### src/design/pfx_pkg.sv
package pfx_pkg;

    localparam int STACK_DEPTH = 32;
    localparam int IDX_W       = $clog2(STACK_DEPTH);
    localparam int CNT_W       = $clog2(STACK_DEPTH + 1);
    localparam int DATA_W      = 32;
    localparam int SYM_W       = 8;
    localparam int DIV_STEPS   = DATA_W;
    localparam int DIV_CNT_W   = $clog2(DIV_STEPS + 1);

    localparam logic [SYM_W-1:0] CHAR_ZERO  = 8'h30;
    localparam logic [SYM_W-1:0] CHAR_NINE  = 8'h39;
    localparam logic [SYM_W-1:0] CHAR_PLUS  = 8'h2B;
    localparam logic [SYM_W-1:0] CHAR_MINUS = 8'h2D;
    localparam logic [SYM_W-1:0] CHAR_STAR  = 8'h2A;
    localparam logic [SYM_W-1:0] CHAR_SLASH = 8'h2F;

    localparam logic [DATA_W-1:0] MOST_NEGATIVE = {1'b1, {(DATA_W-1){1'b0}}};

    typedef enum logic [2:0] {
        OP_DIGIT,
        OP_ADD,
        OP_SUB,
        OP_MUL,
        OP_DIV,
        OP_OTHER
    } op_t;

    // commands from the controller to the datapath
    typedef struct packed {
        logic load_in;
        logic push_digit;
        logic pop;
        logic cap_x;
        logic cap_y;
        logic exec;
        logic div_start;
        logic push_quot;
        logic emit;
    } pfx_cmd_t;

    // status from the datapath to the controller
    typedef struct packed {
        op_t  op;
        logic last;
        logic x_zero;
        logic div_busy;
        logic out_free;
    } pfx_status_t;

    function automatic op_t classify(input logic [SYM_W-1:0] sym);
        op_t op;
        begin
            if (sym inside {[CHAR_ZERO:CHAR_NINE]})
            begin
                op = OP_DIGIT;
            end
            else
            begin
                case (sym)
                    CHAR_PLUS:  op = OP_ADD;
                    CHAR_MINUS: op = OP_SUB;
                    CHAR_STAR:  op = OP_MUL;
                    CHAR_SLASH: op = OP_DIV;
                    default:    op = OP_OTHER;
                endcase
            end
            return op;
        end
    endfunction

endpackage

### src/design/pfx_in_if.sv
interface pfx_in_if;
    logic                     valid;
    logic                     ready;
    logic [pfx_pkg::SYM_W-1:0] symbol;
    logic                     last_symbol;

    modport source (output valid, output symbol, output last_symbol, input ready);
    modport sink   (input valid, input symbol, input last_symbol, output ready);
endinterface

### src/design/pfx_out_if.sv
interface pfx_out_if;
    logic                             valid;
    logic                             ready;
    logic signed [pfx_pkg::DATA_W-1:0] value;
    logic                             underflow_seen;
    logic                             overflow_seen;
    logic                             divide_by_zero_seen;

    modport source (
        output valid, output value, output underflow_seen,
        output overflow_seen, output divide_by_zero_seen, input ready
    );
    modport sink (
        input valid, input value, input underflow_seen,
        input overflow_seen, input divide_by_zero_seen, output ready
    );
endinterface

### src/design/pfx_divider.sv
module pfx_divider (
    input  logic                        clk,
    input  logic                        rst_n,
    input  logic                        start,
    input  logic [pfx_pkg::DATA_W-1:0]  dividend,
    input  logic [pfx_pkg::DATA_W-1:0]  divisor,
    output logic                        busy,
    output logic [pfx_pkg::DATA_W-1:0]  quotient
);

    localparam int W = pfx_pkg::DATA_W;

    logic [W-1:0]                  quo_reg, quo_next;
    logic [W-1:0]                  rem_reg, rem_next;
    logic [W-1:0]                  den_reg, den_next;
    logic                          neg_reg, neg_next;
    logic [pfx_pkg::DIV_CNT_W-1:0] cnt_reg, cnt_next;

    logic [W-1:0] mag_n;
    logic [W-1:0] mag_d;
    logic [W:0]   rem_shift;
    logic [W:0]   diff;

    // magnitudes; the most negative value maps to its own unsigned magnitude
    assign mag_n = dividend[W-1] ? (~dividend + 1'b1) : dividend;
    assign mag_d = divisor[W-1]  ? (~divisor + 1'b1)  : divisor;

    // restoring step, one quotient bit a cycle
    // the remainder stays below the divisor, so it always fits in W bits
    assign rem_shift = {rem_reg, quo_reg[W-1]};
    assign diff      = rem_shift - {1'b0, den_reg};

    assign busy     = (cnt_reg != '0);
    assign quotient = neg_reg ? (~quo_reg + 1'b1) : quo_reg;

    always_comb
    begin
        quo_next = quo_reg;
        rem_next = rem_reg;
        den_next = den_reg;
        neg_next = neg_reg;
        cnt_next = cnt_reg;
        if (start)
        begin
            quo_next = mag_n;
            rem_next = '0;
            den_next = mag_d;
            neg_next = dividend[W-1] ^ divisor[W-1];
            cnt_next = pfx_pkg::DIV_CNT_W'(pfx_pkg::DIV_STEPS);
        end
        else if (busy)
        begin
            if (!diff[W])
            begin
                rem_next = diff[W-1:0];
                quo_next = {quo_reg[W-2:0], 1'b1};
            end
            else
            begin
                rem_next = rem_shift[W-1:0];
                quo_next = {quo_reg[W-2:0], 1'b0};
            end
            cnt_next = cnt_reg - 1'b1;
        end
    end

    always_ff @(posedge clk or negedge rst_n)
    begin
        if (!rst_n)
        begin
            cnt_reg <= '0;
        end
        else
        begin
            cnt_reg <= cnt_next;
        end
    end

    always_ff @(posedge clk)
    begin
        quo_reg <= quo_next;
        rem_reg <= rem_next;
        den_reg <= den_next;
        neg_reg <= neg_next;
    end

    a_start_busy : assert property (@(posedge clk) disable iff (!rst_n)
        start |=> busy)
        else $error("divider not busy after start");

    a_count_down : assert property (@(posedge clk) disable iff (!rst_n)
        busy && !start |=> cnt_reg == pfx_pkg::DIV_CNT_W'($past(cnt_reg) - 1'b1))
        else $error("divider step count skipped");

endmodule

### src/design/pfx_datapath.sv
module pfx_datapath (
    input  logic                               clk,
    input  logic                               rst_n,
    input  pfx_pkg::pfx_cmd_t                  cmd,
    output pfx_pkg::pfx_status_t               status,
    input  logic [pfx_pkg::SYM_W-1:0]          symbol,
    input  logic                               last_symbol,
    output logic                               res_valid,
    input  logic                               res_ready,
    output logic signed [pfx_pkg::DATA_W-1:0]  value,
    output logic                               underflow_seen,
    output logic                               overflow_seen,
    output logic                               divide_by_zero_seen
);

    localparam int W = pfx_pkg::DATA_W;

    logic [W-1:0] stack_mem [pfx_pkg::STACK_DEPTH];

    logic [pfx_pkg::SYM_W-1:0] sym_reg;
    logic                      last_reg;
    logic [pfx_pkg::CNT_W-1:0] count_reg, count_next;
    logic                      underflow_reg, underflow_next;
    logic                      overflow_reg, overflow_next;
    logic                      div_zero_reg, div_zero_next;
    logic                      pop_empty_reg;
    logic [W-1:0]              rd_data_reg;
    logic [W-1:0]              x_reg;
    logic [W-1:0]              y_reg;
    logic                      out_valid_reg, out_valid_next;
    logic [W-1:0]              out_value_reg;
    logic                      out_uf_reg;
    logic                      out_of_reg;
    logic                      out_dz_reg;

    pfx_pkg::op_t              op;
    logic                      pop_ok;
    logic                      push_ok;
    logic                      push_req;
    logic [pfx_pkg::CNT_W-1:0] count_dec;
    logic [pfx_pkg::IDX_W-1:0] rd_idx;
    logic [pfx_pkg::IDX_W-1:0] wr_idx;
    logic [W-1:0]              popped;
    logic [W-1:0]              digit_val;
    logic [W-1:0]              alu_res;
    logic [W-1:0]              push_data;
    logic [W-1:0]              div_quot;
    logic                      div_busy;

    pfx_divider u_div (
        .clk      (clk),
        .rst_n    (rst_n),
        .start    (cmd.div_start),
        .dividend (y_reg),
        .divisor  (x_reg),
        .busy     (div_busy),
        .quotient (div_quot)
    );

    assign op        = pfx_pkg::classify(sym_reg);
    assign pop_ok    = (count_reg != '0);
    assign push_ok   = (count_reg != pfx_pkg::CNT_W'(pfx_pkg::STACK_DEPTH));
    assign count_dec = count_reg - 1'b1;
    assign rd_idx    = count_dec[pfx_pkg::IDX_W-1:0];
    assign wr_idx    = count_reg[pfx_pkg::IDX_W-1:0];
    assign popped    = pop_empty_reg ? pfx_pkg::MOST_NEGATIVE : rd_data_reg;
    assign digit_val = {{(W-pfx_pkg::SYM_W){1'b0}}, sym_reg - pfx_pkg::CHAR_ZERO};
    assign push_req  = cmd.push_digit | cmd.exec | cmd.push_quot;

    always_comb
    begin
        case (op)
            pfx_pkg::OP_ADD: alu_res = y_reg + x_reg;
            pfx_pkg::OP_SUB: alu_res = y_reg - x_reg;
            pfx_pkg::OP_MUL: alu_res = y_reg * x_reg;
            default:         alu_res = '0;   // division by zero pushes zero
        endcase
    end

    always_comb
    begin
        if (cmd.push_digit)
        begin
            push_data = digit_val;
        end
        else if (cmd.push_quot)
        begin
            push_data = div_quot;
        end
        else
        begin
            push_data = alu_res;
        end
    end

    always_comb
    begin
        count_next     = count_reg;
        underflow_next = underflow_reg;
        overflow_next  = overflow_reg;
        div_zero_next  = div_zero_reg;
        out_valid_next = out_valid_reg && !res_ready;
        if (cmd.pop)
        begin
            if (pop_ok)
            begin
                count_next = count_dec;
            end
            else
            begin
                underflow_next = 1'b1;
            end
        end
        if (push_req)
        begin
            if (push_ok)
            begin
                count_next = count_reg + 1'b1;
            end
            else
            begin
                overflow_next = 1'b1;
            end
        end
        if (cmd.exec && op == pfx_pkg::OP_DIV)
        begin
            div_zero_next = 1'b1;
        end
        if (cmd.emit)
        begin
            count_next     = '0;
            underflow_next = 1'b0;
            overflow_next  = 1'b0;
            div_zero_next  = 1'b0;
            out_valid_next = 1'b1;
        end
    end

    always_ff @(posedge clk or negedge rst_n)
    begin
        if (!rst_n)
        begin
            count_reg     <= '0;
            underflow_reg <= 1'b0;
            overflow_reg  <= 1'b0;
            div_zero_reg  <= 1'b0;
            pop_empty_reg <= 1'b0;
            out_valid_reg <= 1'b0;
        end
        else
        begin
            count_reg     <= count_next;
            underflow_reg <= underflow_next;
            overflow_reg  <= overflow_next;
            div_zero_reg  <= div_zero_next;
            out_valid_reg <= out_valid_next;
            if (cmd.pop)
            begin
                pop_empty_reg <= !pop_ok;
            end
        end
    end

    // stack memory: one write port, one registered read port
    always_ff @(posedge clk)
    begin
        if (push_req && push_ok)
        begin
            stack_mem[wr_idx] <= push_data;
        end
        if (cmd.pop && pop_ok)
        begin
            rd_data_reg <= stack_mem[rd_idx];
        end
    end

    always_ff @(posedge clk)
    begin
        if (cmd.load_in)
        begin
            sym_reg  <= symbol;
            last_reg <= last_symbol;
        end
        if (cmd.cap_x)
        begin
            x_reg <= popped;
        end
        if (cmd.cap_y)
        begin
            y_reg <= popped;
        end
        if (cmd.emit)
        begin
            out_value_reg <= popped;
            out_uf_reg    <= underflow_reg;
            out_of_reg    <= overflow_reg;
            out_dz_reg    <= div_zero_reg;
        end
    end

    assign status.op       = op;
    assign status.last     = last_reg;
    assign status.x_zero   = (x_reg == '0);
    assign status.div_busy = div_busy;
    assign status.out_free = !out_valid_reg || res_ready;

    assign res_valid           = out_valid_reg;
    assign value               = out_value_reg;
    assign underflow_seen      = out_uf_reg;
    assign overflow_seen       = out_of_reg;
    assign divide_by_zero_seen = out_dz_reg;

    a_push_full : assert property (@(posedge clk) disable iff (!rst_n)
        push_req && !push_ok && !cmd.emit |=> overflow_reg && $stable(count_reg))
        else $error("push onto full stack not dropped");

    a_pop_empty : assert property (@(posedge clk) disable iff (!rst_n)
        cmd.pop && !pop_ok |=> underflow_reg && pop_empty_reg)
        else $error("pop from empty stack not flagged");

    a_emit_clear : assert property (@(posedge clk) disable iff (!rst_n)
        cmd.emit |=> count_reg == '0 && !underflow_reg && !overflow_reg
                     && !div_zero_reg && out_valid_reg)
        else $error("expression state not cleared on emit");

endmodule

### src/design/pfx_ctrl.sv
module pfx_ctrl (
    input  logic                  clk,
    input  logic                  rst_n,
    input  logic                  sym_valid,
    output logic                  sym_ready,
    input  pfx_pkg::pfx_status_t  status,
    output pfx_pkg::pfx_cmd_t     cmd
);

    typedef enum logic [7:0] {
        S_IDLE   = 8'b0000_0001,
        S_DECODE = 8'b0000_0010,
        S_POP_Y  = 8'b0000_0100,
        S_CAP_Y  = 8'b0000_1000,
        S_EXEC   = 8'b0001_0000,
        S_DIV    = 8'b0010_0000,
        S_LAST   = 8'b0100_0000,
        S_EMIT   = 8'b1000_0000
    } state_t;

    state_t state_reg, state_next;

    assign sym_ready = (state_reg == S_IDLE);

    always_comb
    begin
        state_next = state_reg;
        cmd        = '0;
        case (state_reg)
            S_IDLE:
            begin
                if (sym_valid)
                begin
                    cmd.load_in = 1'b1;
                    state_next  = S_DECODE;
                end
            end
            S_DECODE:
            begin
                if (status.op == pfx_pkg::OP_DIGIT)
                begin
                    cmd.push_digit = 1'b1;
                    state_next     = S_LAST;
                end
                else
                begin
                    cmd.pop    = 1'b1;   // x
                    state_next = S_POP_Y;
                end
            end
            S_POP_Y:
            begin
                cmd.cap_x  = 1'b1;
                cmd.pop    = 1'b1;       // y
                state_next = S_CAP_Y;
            end
            S_CAP_Y:
            begin
                cmd.cap_y  = 1'b1;
                state_next = (status.op == pfx_pkg::OP_OTHER) ? S_LAST : S_EXEC;
            end
            S_EXEC:
            begin
                if (status.op == pfx_pkg::OP_DIV && !status.x_zero)
                begin
                    cmd.div_start = 1'b1;
                    state_next    = S_DIV;
                end
                else
                begin
                    cmd.exec   = 1'b1;
                    state_next = S_LAST;
                end
            end
            S_DIV:
            begin
                if (!status.div_busy)
                begin
                    cmd.push_quot = 1'b1;
                    state_next    = S_LAST;
                end
            end
            S_LAST:
            begin
                if (status.last)
                begin
                    cmd.pop    = 1'b1;   // final value
                    state_next = S_EMIT;
                end
                else
                begin
                    state_next = S_IDLE;
                end
            end
            S_EMIT:
            begin
                if (status.out_free)
                begin
                    cmd.emit   = 1'b1;
                    state_next = S_IDLE;
                end
            end
            default:
            begin
                state_next = S_IDLE;
            end
        endcase
    end

    always_ff @(posedge clk or negedge rst_n)
    begin
        if (!rst_n)
        begin
            state_reg <= S_IDLE;
        end
        else
        begin
            state_reg <= state_next;
        end
    end

endmodule

### src/design/postfix_expression_evaluator.sv
// Postfix (reverse Polish) expression evaluator, one ASCII character per transfer on
// sym_ch, with last_symbol marking the final character. Digits push 0..9, + - * / pop
// two operands and push the 32-bit wrapping result (division truncates toward zero,
// a zero divisor pushes 0 and sets divide_by_zero_seen), any other character pops two
// and pushes nothing. Popping an empty stack gives the most negative value and sets
// underflow_seen; a push onto the full 32-entry stack is dropped and sets
// overflow_seen. After the final character the top is popped and sent on res_ch with
// the three flags, and the stack and flags clear. One character is processed at a time;
// a division is the slowest (its 32-step shift-subtract divider sets the worst case),
// and a final character adds the S_EMIT state after the last pop. A finished result sits
// in an output register, so the next expression starts while it waits; only a second final
// character stalls until res_ch is free.
module postfix_expression_evaluator (
    input  logic              clk,
    input  logic              rst_n,
    pfx_in_if.sink            sym_ch,
    pfx_out_if.source         res_ch
);

    // command and status bundles between sequencer and datapath
    pfx_pkg::pfx_cmd_t    cmd;
    pfx_pkg::pfx_status_t status;

    // sequencer: walks pop/pop/execute/push for each operator, push for a digit, pop/pop for others
    pfx_ctrl u_ctrl (
        .clk       (clk),
        .rst_n     (rst_n),
        .sym_valid (sym_ch.valid),
        .sym_ready (sym_ch.ready),
        .status    (status),
        .cmd       (cmd)
    );

    // datapath: operand stack memory, alu, divider and result register
    pfx_datapath u_dp (
        .clk                 (clk),
        .rst_n               (rst_n),
        .cmd                 (cmd),
        .status              (status),
        .symbol              (sym_ch.symbol),
        .last_symbol         (sym_ch.last_symbol),
        .res_valid           (res_ch.valid),
        .res_ready           (res_ch.ready),
        .value               (res_ch.value),
        .underflow_seen      (res_ch.underflow_seen),
        .overflow_seen       (res_ch.overflow_seen),
        .divide_by_zero_seen (res_ch.divide_by_zero_seen)
    );

endmodule

### src/flat_wrapper.sv
// flat-port wrapper written by rule: the top's interface ports become plain ports
module postfix_expression_evaluator_flat 
  (clk, rst_n, sym_ch_valid, sym_ch_symbol, sym_ch_last_symbol, sym_ch_ready, res_ch_valid, res_ch_value, res_ch_underflow_seen, res_ch_overflow_seen, res_ch_divide_by_zero_seen, res_ch_ready);
  pfx_in_if sym_ch_i ();
  pfx_out_if res_ch_i ();
  input  logic clk;
  input  logic rst_n;
  input wire logic [$bits(sym_ch_i.valid)-1:0] sym_ch_valid;
  input wire logic [$bits(sym_ch_i.symbol)-1:0] sym_ch_symbol;
  input wire logic [$bits(sym_ch_i.last_symbol)-1:0] sym_ch_last_symbol;
  output wire logic [$bits(sym_ch_i.ready)-1:0] sym_ch_ready;
  output wire logic [$bits(res_ch_i.valid)-1:0] res_ch_valid;
  output wire logic [$bits(res_ch_i.value)-1:0] res_ch_value;
  output wire logic [$bits(res_ch_i.underflow_seen)-1:0] res_ch_underflow_seen;
  output wire logic [$bits(res_ch_i.overflow_seen)-1:0] res_ch_overflow_seen;
  output wire logic [$bits(res_ch_i.divide_by_zero_seen)-1:0] res_ch_divide_by_zero_seen;
  input wire logic [$bits(res_ch_i.ready)-1:0] res_ch_ready;
  assign sym_ch_i.valid = sym_ch_valid;
  assign sym_ch_i.symbol = sym_ch_symbol;
  assign sym_ch_i.last_symbol = sym_ch_last_symbol;
  assign sym_ch_ready = sym_ch_i.ready;
  assign res_ch_valid = res_ch_i.valid;
  assign res_ch_value = res_ch_i.value;
  assign res_ch_underflow_seen = res_ch_i.underflow_seen;
  assign res_ch_overflow_seen = res_ch_i.overflow_seen;
  assign res_ch_divide_by_zero_seen = res_ch_i.divide_by_zero_seen;
  assign res_ch_i.ready = res_ch_ready;
  postfix_expression_evaluator u_core (.clk(clk), .rst_n(rst_n), .sym_ch(sym_ch_i), .res_ch(res_ch_i));
endmodule
### config.mk
export PLATFORM = sky130hd
export DESIGN_NAME = postfix_expression_evaluator_flat
export DESIGN_NICKNAME = d
export VERILOG_FILES = /design/src/design/pfx_pkg.sv /design/src/design/pfx_in_if.sv /design/src/design/pfx_out_if.sv /design/src/design/pfx_divider.sv /design/src/design/pfx_datapath.sv /design/src/design/pfx_ctrl.sv /design/src/design/postfix_expression_evaluator.sv /design/src/flat_wrapper.sv
export SDC_FILE = /design/constraint.sdc
export NUM_CORES = 2
export LEC_CHECK = 0
export ABC_AREA = 1
export BUFFER_PORTS_ARGS = -buffer_cell sky130_fd_sc_hd__buf_4
export CAP_MARGIN = 20
export CORE_ASPECT_RATIO = 1.25
export CORE_MARGIN = 8
export CORE_UTILIZATION = 46
export DETAILED_ROUTE_END_ITERATION = 6
export GPL_TIMING_DRIVEN = 0
export PLACE_DENSITY = 0.6
export SETUP_SLACK_MARGIN = 0.3
export SLEW_MARGIN = 20
export SYNTH_ARGS = -nofsm -noshare
export SYNTH_HDL_FRONTEND = slang
export SYNTH_SLANG_ARGS = --single-unit
### constraint.sdc
create_clock -name clk -period 8 [get_ports clk]
set_input_delay 0 -clock clk [delete_from_list [all_inputs] [get_ports clk]]
set_output_delay 0 -clock clk [all_outputs]
set_load 0.01 [all_outputs]
# [Word level (Yosys, flattened, before mapping)]
# Memory sizes are Yosys's and may differ from the RTL's. A register that Yosys moved wholly into a read port is not among the register bits.
# Cells that the tools add are included.
[totals] mem_bits_rw=1024 regBits=230 input_bits=13 n_memories=1 word_cells=141
[op_classes] n_mux=55 n_reduce_logical=22 bitwise=6 addsub=10 n_lt_le_gt_ge=2 eq_ne=23 mul=1
[mem_list] memory="u_core.u_dp.stack_mem" depth=32 width=32 rd=1 rd_ports_with_merged_regs=1 write_ports=1 line="pfx_datapath.sv:18" source="logic [W-1:0] stack_mem [pfx_pkg::STACK_DEPTH];"
[ops] op="$mux 32" count=8
[ops] op="$add 32x1->32 const B" count=3
[ops] op="$not 32->32" count=3
[ops] op="$pmux 32 s3" count=1
[ops] op="$pmux 8 s8" count=1
[ops] op="$mux 6" count=7
[ops] op="$eq 8x6->1 const B" count=5
[ops] op="$sub 33x32->33" count=1
[ops] op="$add 32x32->32" count=1
[ops] op="$logic_not 32->1" count=1
[ops] op="$mul 32x32->32" count=1
[ops] op="$mux 8" count=4
[ops] op="$sub 32x32->32" count=1
[ops] op="$mux 31" count=1
[ops] op="$mux 1" count=26
[ops] op="$mux 7" count=3
[ops] op="$pmux 3 s4" count=1
[ops] op="$reduce_bool 6->1" count=2
[ops] op="$sub 6x1->6 const B" count=2
[ops] op="$eq 8x1->1 const B" count=1
[ops] op="$eq 8x2->1 const B" count=1
[ops] op="$eq 8x3->1 const B" count=1
[ops] op="$eq 8x4->1 const B" count=1
[ops] op="$eq 8x5->1 const B" count=1
[ops] op="24 further kinds" count=42

# [Logic depth before layout (Yosys ltp)]
[logic_depth] depth_word=12 mapped_depth=35 mapped_depth_nobuf=33

# [Cells and area by module]
# A second synthesis with hierarchy kept.
[hier_totals] hier_cells=7649 hier_area_um2=75119.5
[by_module_without_submodules] module="pfx_datapath" area_each_um2=65098.7 cells_per_inst=6051 instances=1
[by_module_without_submodules] module="pfx_divider" area_each_um2=9430.3 cells_per_inst=1503 instances=1
[by_module_without_submodules] module="pfx_ctrl" area_each_um2=590.6 cells_per_inst=95 instances=1

# [Worst setup path after synthesis]
# No wires, ideal clock.
[synth_path] path_kind="register -> register" startpoint="register u_core.u_dp.x_reg[6]" endpoint="memory u_core.u_dp.stack_mem[0][31] (netlist name), data pin" n_path_buf=2 synth_period_minus_slack_ns=7.797 arrival_ns=7.420 required_time_ns=7.623 setup_time_ns=0.377 stages_incl_launch_ff=29 slack_ns=0.203 path_cell_list="edfxtp_1 clkbuf_1 clkbuf_1 nand2_1 inv_1 fa_1 fa_1 fa_1 inv_1 fa_1 inv_1 fa_1 inv_1 fa_1 inv_1 fa_1 fa_1 ha_1 a21oi_1 o21ai_0 a21oi_1 nand3_1 nand3_1 nand2_1 a21oi_1 inv_1 nand3_1 nand3_1 a21oi_1"
[synth_via] elab_chain_len=4 elab_cells_between_ends=6 classes_between="2 x add/sub; 1 x mul; 3 x mux"
[synth_rtl] element="start, declared" line="pfx_datapath.sv:28" source="logic [W-1:0] x_reg;"
[synth_rtl] element="start signal, assigned" line="pfx_datapath.sv:186" source="x_reg <= popped;"
[synth_rtl] element="$mul 32x32->32 (tied with other cells)" line="pfx_datapath.sv:75" source="pfx_pkg::OP_MUL: alu_res = y_reg * x_reg;"
[synth_rtl] element="$pmux 32 s3 *" line="pfx_datapath.sv:72" source="case (op)"
[synth_rtl] element="$mux 32 *" line="pfx_datapath.sv:86" source="else if (cmd.push_quot)"
[synth_rtl] element="$mux 32 *" line="pfx_datapath.sv:82" source="if (cmd.push_digit)"
[synth_rtl] element="named net u_core.u_dp.push_data[31]" line="pfx_datapath.sv:46" source="logic [W-1:0] push_data;"
[synth_rtl] element="end, declared" line="pfx_datapath.sv:18"
# Mark *: on every way through the listed nets, which the timed path passes. The rest lies on a longest branch.

# [Final worst setup path]
[layout_path] startpoint="register u_core.u_dp.y_reg[16]" endpoint="memory u_core.u_dp.stack_mem[3][23] (netlist name), data pin"
[layout_via] elab_chain_len=4 elab_cells_between_ends=6 classes_between="2 x add/sub; 1 x mul; 3 x mux"
[layout_rtl] element="start, declared" line="pfx_datapath.sv:29" source="logic [W-1:0] y_reg;"
[layout_rtl] element="start signal, assigned" line="pfx_datapath.sv:190" source="y_reg <= popped;"
[layout_rtl] element="$mul 32x32->32 (tied with other cells)" line="pfx_datapath.sv:75"
[layout_rtl] element="$pmux 32 s3 *" line="pfx_datapath.sv:72"
[layout_rtl] element="$mux 32 *" line="pfx_datapath.sv:86"
[layout_rtl] element="$mux 32 *" line="pfx_datapath.sv:82"
[layout_rtl] element="named net u_core.u_dp.push_data[23]" line="pfx_datapath.sv:46"
# Marks and branches as above.

==> flow_summary.json <==
{
  "synthAdderAreaFrac": 0.145,
  "yosysSeqAreaShare": 0.517,
  "yosys_warnings": 0,
  "use_met2": 0.512,
  "htreeDepth": 4,
  "drt_iter0_markers": 5481,
  "tightest_slew_ns": 1.17,
  "synth-compound-area-share": 0.110,
  "drc": 0,
  "largest_register": "u_core.u_dp.stack_mem",
  "grt_pass1_vias": 56625,
  "min_path_type": "input pin to flip-flop",
  "largest_reg_flops": 1024,
  "overflow": 0,
  "vias_per_cell": 5.77,
  "synth_fp_nets": 7935,
  "grt_max_degree": 40,
  "die_h_um": 464,
  "antenna_found_initial": 19,
  "vias": 56781,
  "status": "finished, final reports clean",
  "rsz0062_at_grt": "true",
  "clk_latency_ns": 0.80,
  "netlist.area_leader.share": 0.500,
  "synth_area_um2": 73800,
  "syn2layout_area_growth_pct": 15.1,
  "wirelength_um": 271000,
  "critPathCaptureType": "flip-flop",
  "synth-simple-area-share": 0.135,
  "synth-main-ff-cell": "edfxtp_1",
  "fin_skew_ns": 0.0372,
  "ant_nets": 0,
  "ios": 50,
  "yosysMostFrequentCell": "edfxtp_1",
  "dpl.hpwl_um": 206000,
  "tns_ns": 0,
  "period_needed_ns": 7.85,
  "routabilityCongestion": 1.07,
  "cts.sinks": 1286,
  "synth_top_family_by_area": "adder cells",
  "synthXorXnorAreaFrac": 0.0152,
  "synth_cells": 7314,
  "numPortBuffers": 49,
  "clockBufferDepth": 3,
  "cts_made_buffers": 134,
  "drtPass1Iterations": 5,
  "fill_cells": 14131,
  "ys_seq_elements": 1286,
  "cp-start-kind": "flip-flop",
  "worstPathMaxFanout": 32,
  "grt_use_met3": 0.0504,
  "clk_pin_slew_ns": 0.06,
  "die-area_um2": 174000,
  "critical_path_class": "flip-flop to flip-flop",
  "synth_area_per_cell_um2": 10.1,
  "synth.mux.area_fraction": 0,
  "initial_core_util": 0.462,
  "whs_ns": 0.0822,
  "synth_top_cell_by_area": "edfxtp_1",
  "slew_headroom": 0.212,
  "tritoncts": "built",
  "synthArstFlopShare": 0.0194,
  "synth.distinct_cells": 68,
  "rows": 164,
  "root_buffer": "clkbuf_16",
  "synth.area.top_cells": "edfxtp_1, fa_1, nand2_1",
  "grt_use_met1": 0.346,
  "maxCapViolCount": 0,
  "die_w_um": 374,
  "setup_violations": 0,
  "wl_per_cell_um": 27.6,
  "fmax_mhz": 127,
  "grtUsageTotal": 0.302,
  "grt_pass1_wl_um": 383000,
  "min_period_over_period": 0.981,
  "grt_most_used_layer": "met2",
  "fp.coreArea_um2": 160000,
  "final_layout_size_suffix_gt1_frac": 0.0993,
  "hold_viol": 0,
  "yosys-top-cells-count": "edfxtp_1, nand2_1, inv_1, nor2_1, o21ai_0",
  "synth_edf_count": 1229,
  "crit_required_ns": 8.47,
  "drv_slew": 0,
  "crit_arrival_ns": 8.33,
  "fin_nets": 8277,
  "reg2reg_slack_ns": 0.15
}
==> placed cells by master, fill, tap and decap left out, types with 34 or more instances in the layout <==
| cell | instances |
|---|---|
| edfxtp_1 | 1229 |
| nand2_1 | 1172 |
| inv_1 | 1049 |
| nor2_1 | 794 |
| o21ai_0 | 716 |
| fa_1 | 405 |
| clkbuf_1 | 259 |
| nand3_1 | 222 |
| o221ai_1 | 193 |
| ha_1 | 186 |
| a21oi_1 | 149 |
| clkbuf_16 | 143 |
| buf_4 | 134 |
| xor2_1 | 76 |
| o22ai_1 | 67 |
| buf_2 | 63 |
| o21ai_1 | 50 |
| xnor2_1 | 46 |
| nor2_4 | 42 |
| buf_16 | 40 |
| a31oi_1 | 39 |
| inv_2 | 37 |
| nor3_1 | 34 |
| a32oi_1 | 34 |
| clkinv_1 | 34 |
==> metrics by stage <==
step | utilization | instances | setup WS [ns] | cell area [um2]
after floorplan | - | 7314 | 0.376 | 73800
after global placement | 0.481 | 9438 | -3.80 | 76800
after detailed placement | 0.494 | 9521 | -2.10 | 78900
after CTS | 0.529 | 9811 | 0.138 | 84500
after global routing | 0.532 | 9833 | 0.0610 | 85000
final | 0.532 | 9836 | 0.148 | 85000
==> cell type report <==
class | count | area [um2] | area share
clock inverter | 75 | 772 | 0.00908
antenna | 3 | 7.51 | 0.0000883
tap | 2075 | 2600 | 0.0305
multi-input combinational | 4515 | 30700 | 0.361
clock buffer | 163 | 3550 | 0.0417
timing repair buffer | 203 | 2720 | 0.0320
inverter | 1097 | 4180 | 0.0492
timing repair inverter | 3 | 23.8 | 0.000280
sequential | 1286 | 38200 | 0.449
buffer | 416 | 2280 | 0.0268
==> layer usage <==
metal,share of wire,vias up
li1,-,25249
met1,0.36,28137
met2,0.48,2628
met3,0.073,763
met4,0.088,4
met5,0.000092,-
==> logic make-up after synthesis <==
family / count (synthesis)
AOI/OAI and AO/OA: 1371
DFF: 1286
adders and majority gates: 608
xor gates and xnor gates: 126
and+or+nand+nor: 2410
buffers and inverters: 1513
==> repair_timing <==
action | CTS | global route
setup buffers | 27 | 18
resized for setup | 316 | 109
hold buffers | 23 | 0
pin swaps | 6 | 29
hold endpoints to repair | 87 | 0
endpoints found under the setup margin | 752 | 633
cloned | 2 | 4
==> final timing paths <==
path / start / end / cells past startpoint
min in group asynchronous: rst_n / u_core.u_ctrl.state_reg[3] / 4
min reg2reg: u_core.u_dp.div_zero_reg / u_core.u_dp.divide_by_zero_seen / 0
min: res_ch_ready / u_core.u_dp.res_valid / 5
max: u_core.u_dp.y_reg[16] / u_core.u_dp.stack_mem[3][23] / 24
max reg2reg: u_core.u_dp.y_reg[16] / u_core.u_dp.stack_mem[3][23] / 24
max in group asynchronous: rst_n / u_core.u_dp.count_reg[2] / 4
==> critical path, cell delays in order (launching register included) <==
cell and delay [ns]:
edfxtp_1 0.48, buf_8 0.24, buf_4 0.27, nand2_1 0.07, inv_1 0.08, fa_1 0.45
fa_1 0.50, fa_1 0.52, inv_1 0.05, fa_1 0.47, inv_1 0.05, fa_1 0.49
fa_1 0.59, fa_1 0.45, fa_1 0.56, ha_4 0.37, nand2_1 0.19, nor4_2 0.40
nand4_1 0.15, nand3_1 0.21, a21oi_1 0.12, o21ai_2 0.18, nand3_1 0.12, nand3_1 0.29
inv_6 0.17
Power is left out: the tool's default activity adds up to more than one toggle a clock period on the data nets, which glitch-free logic cannot reach.
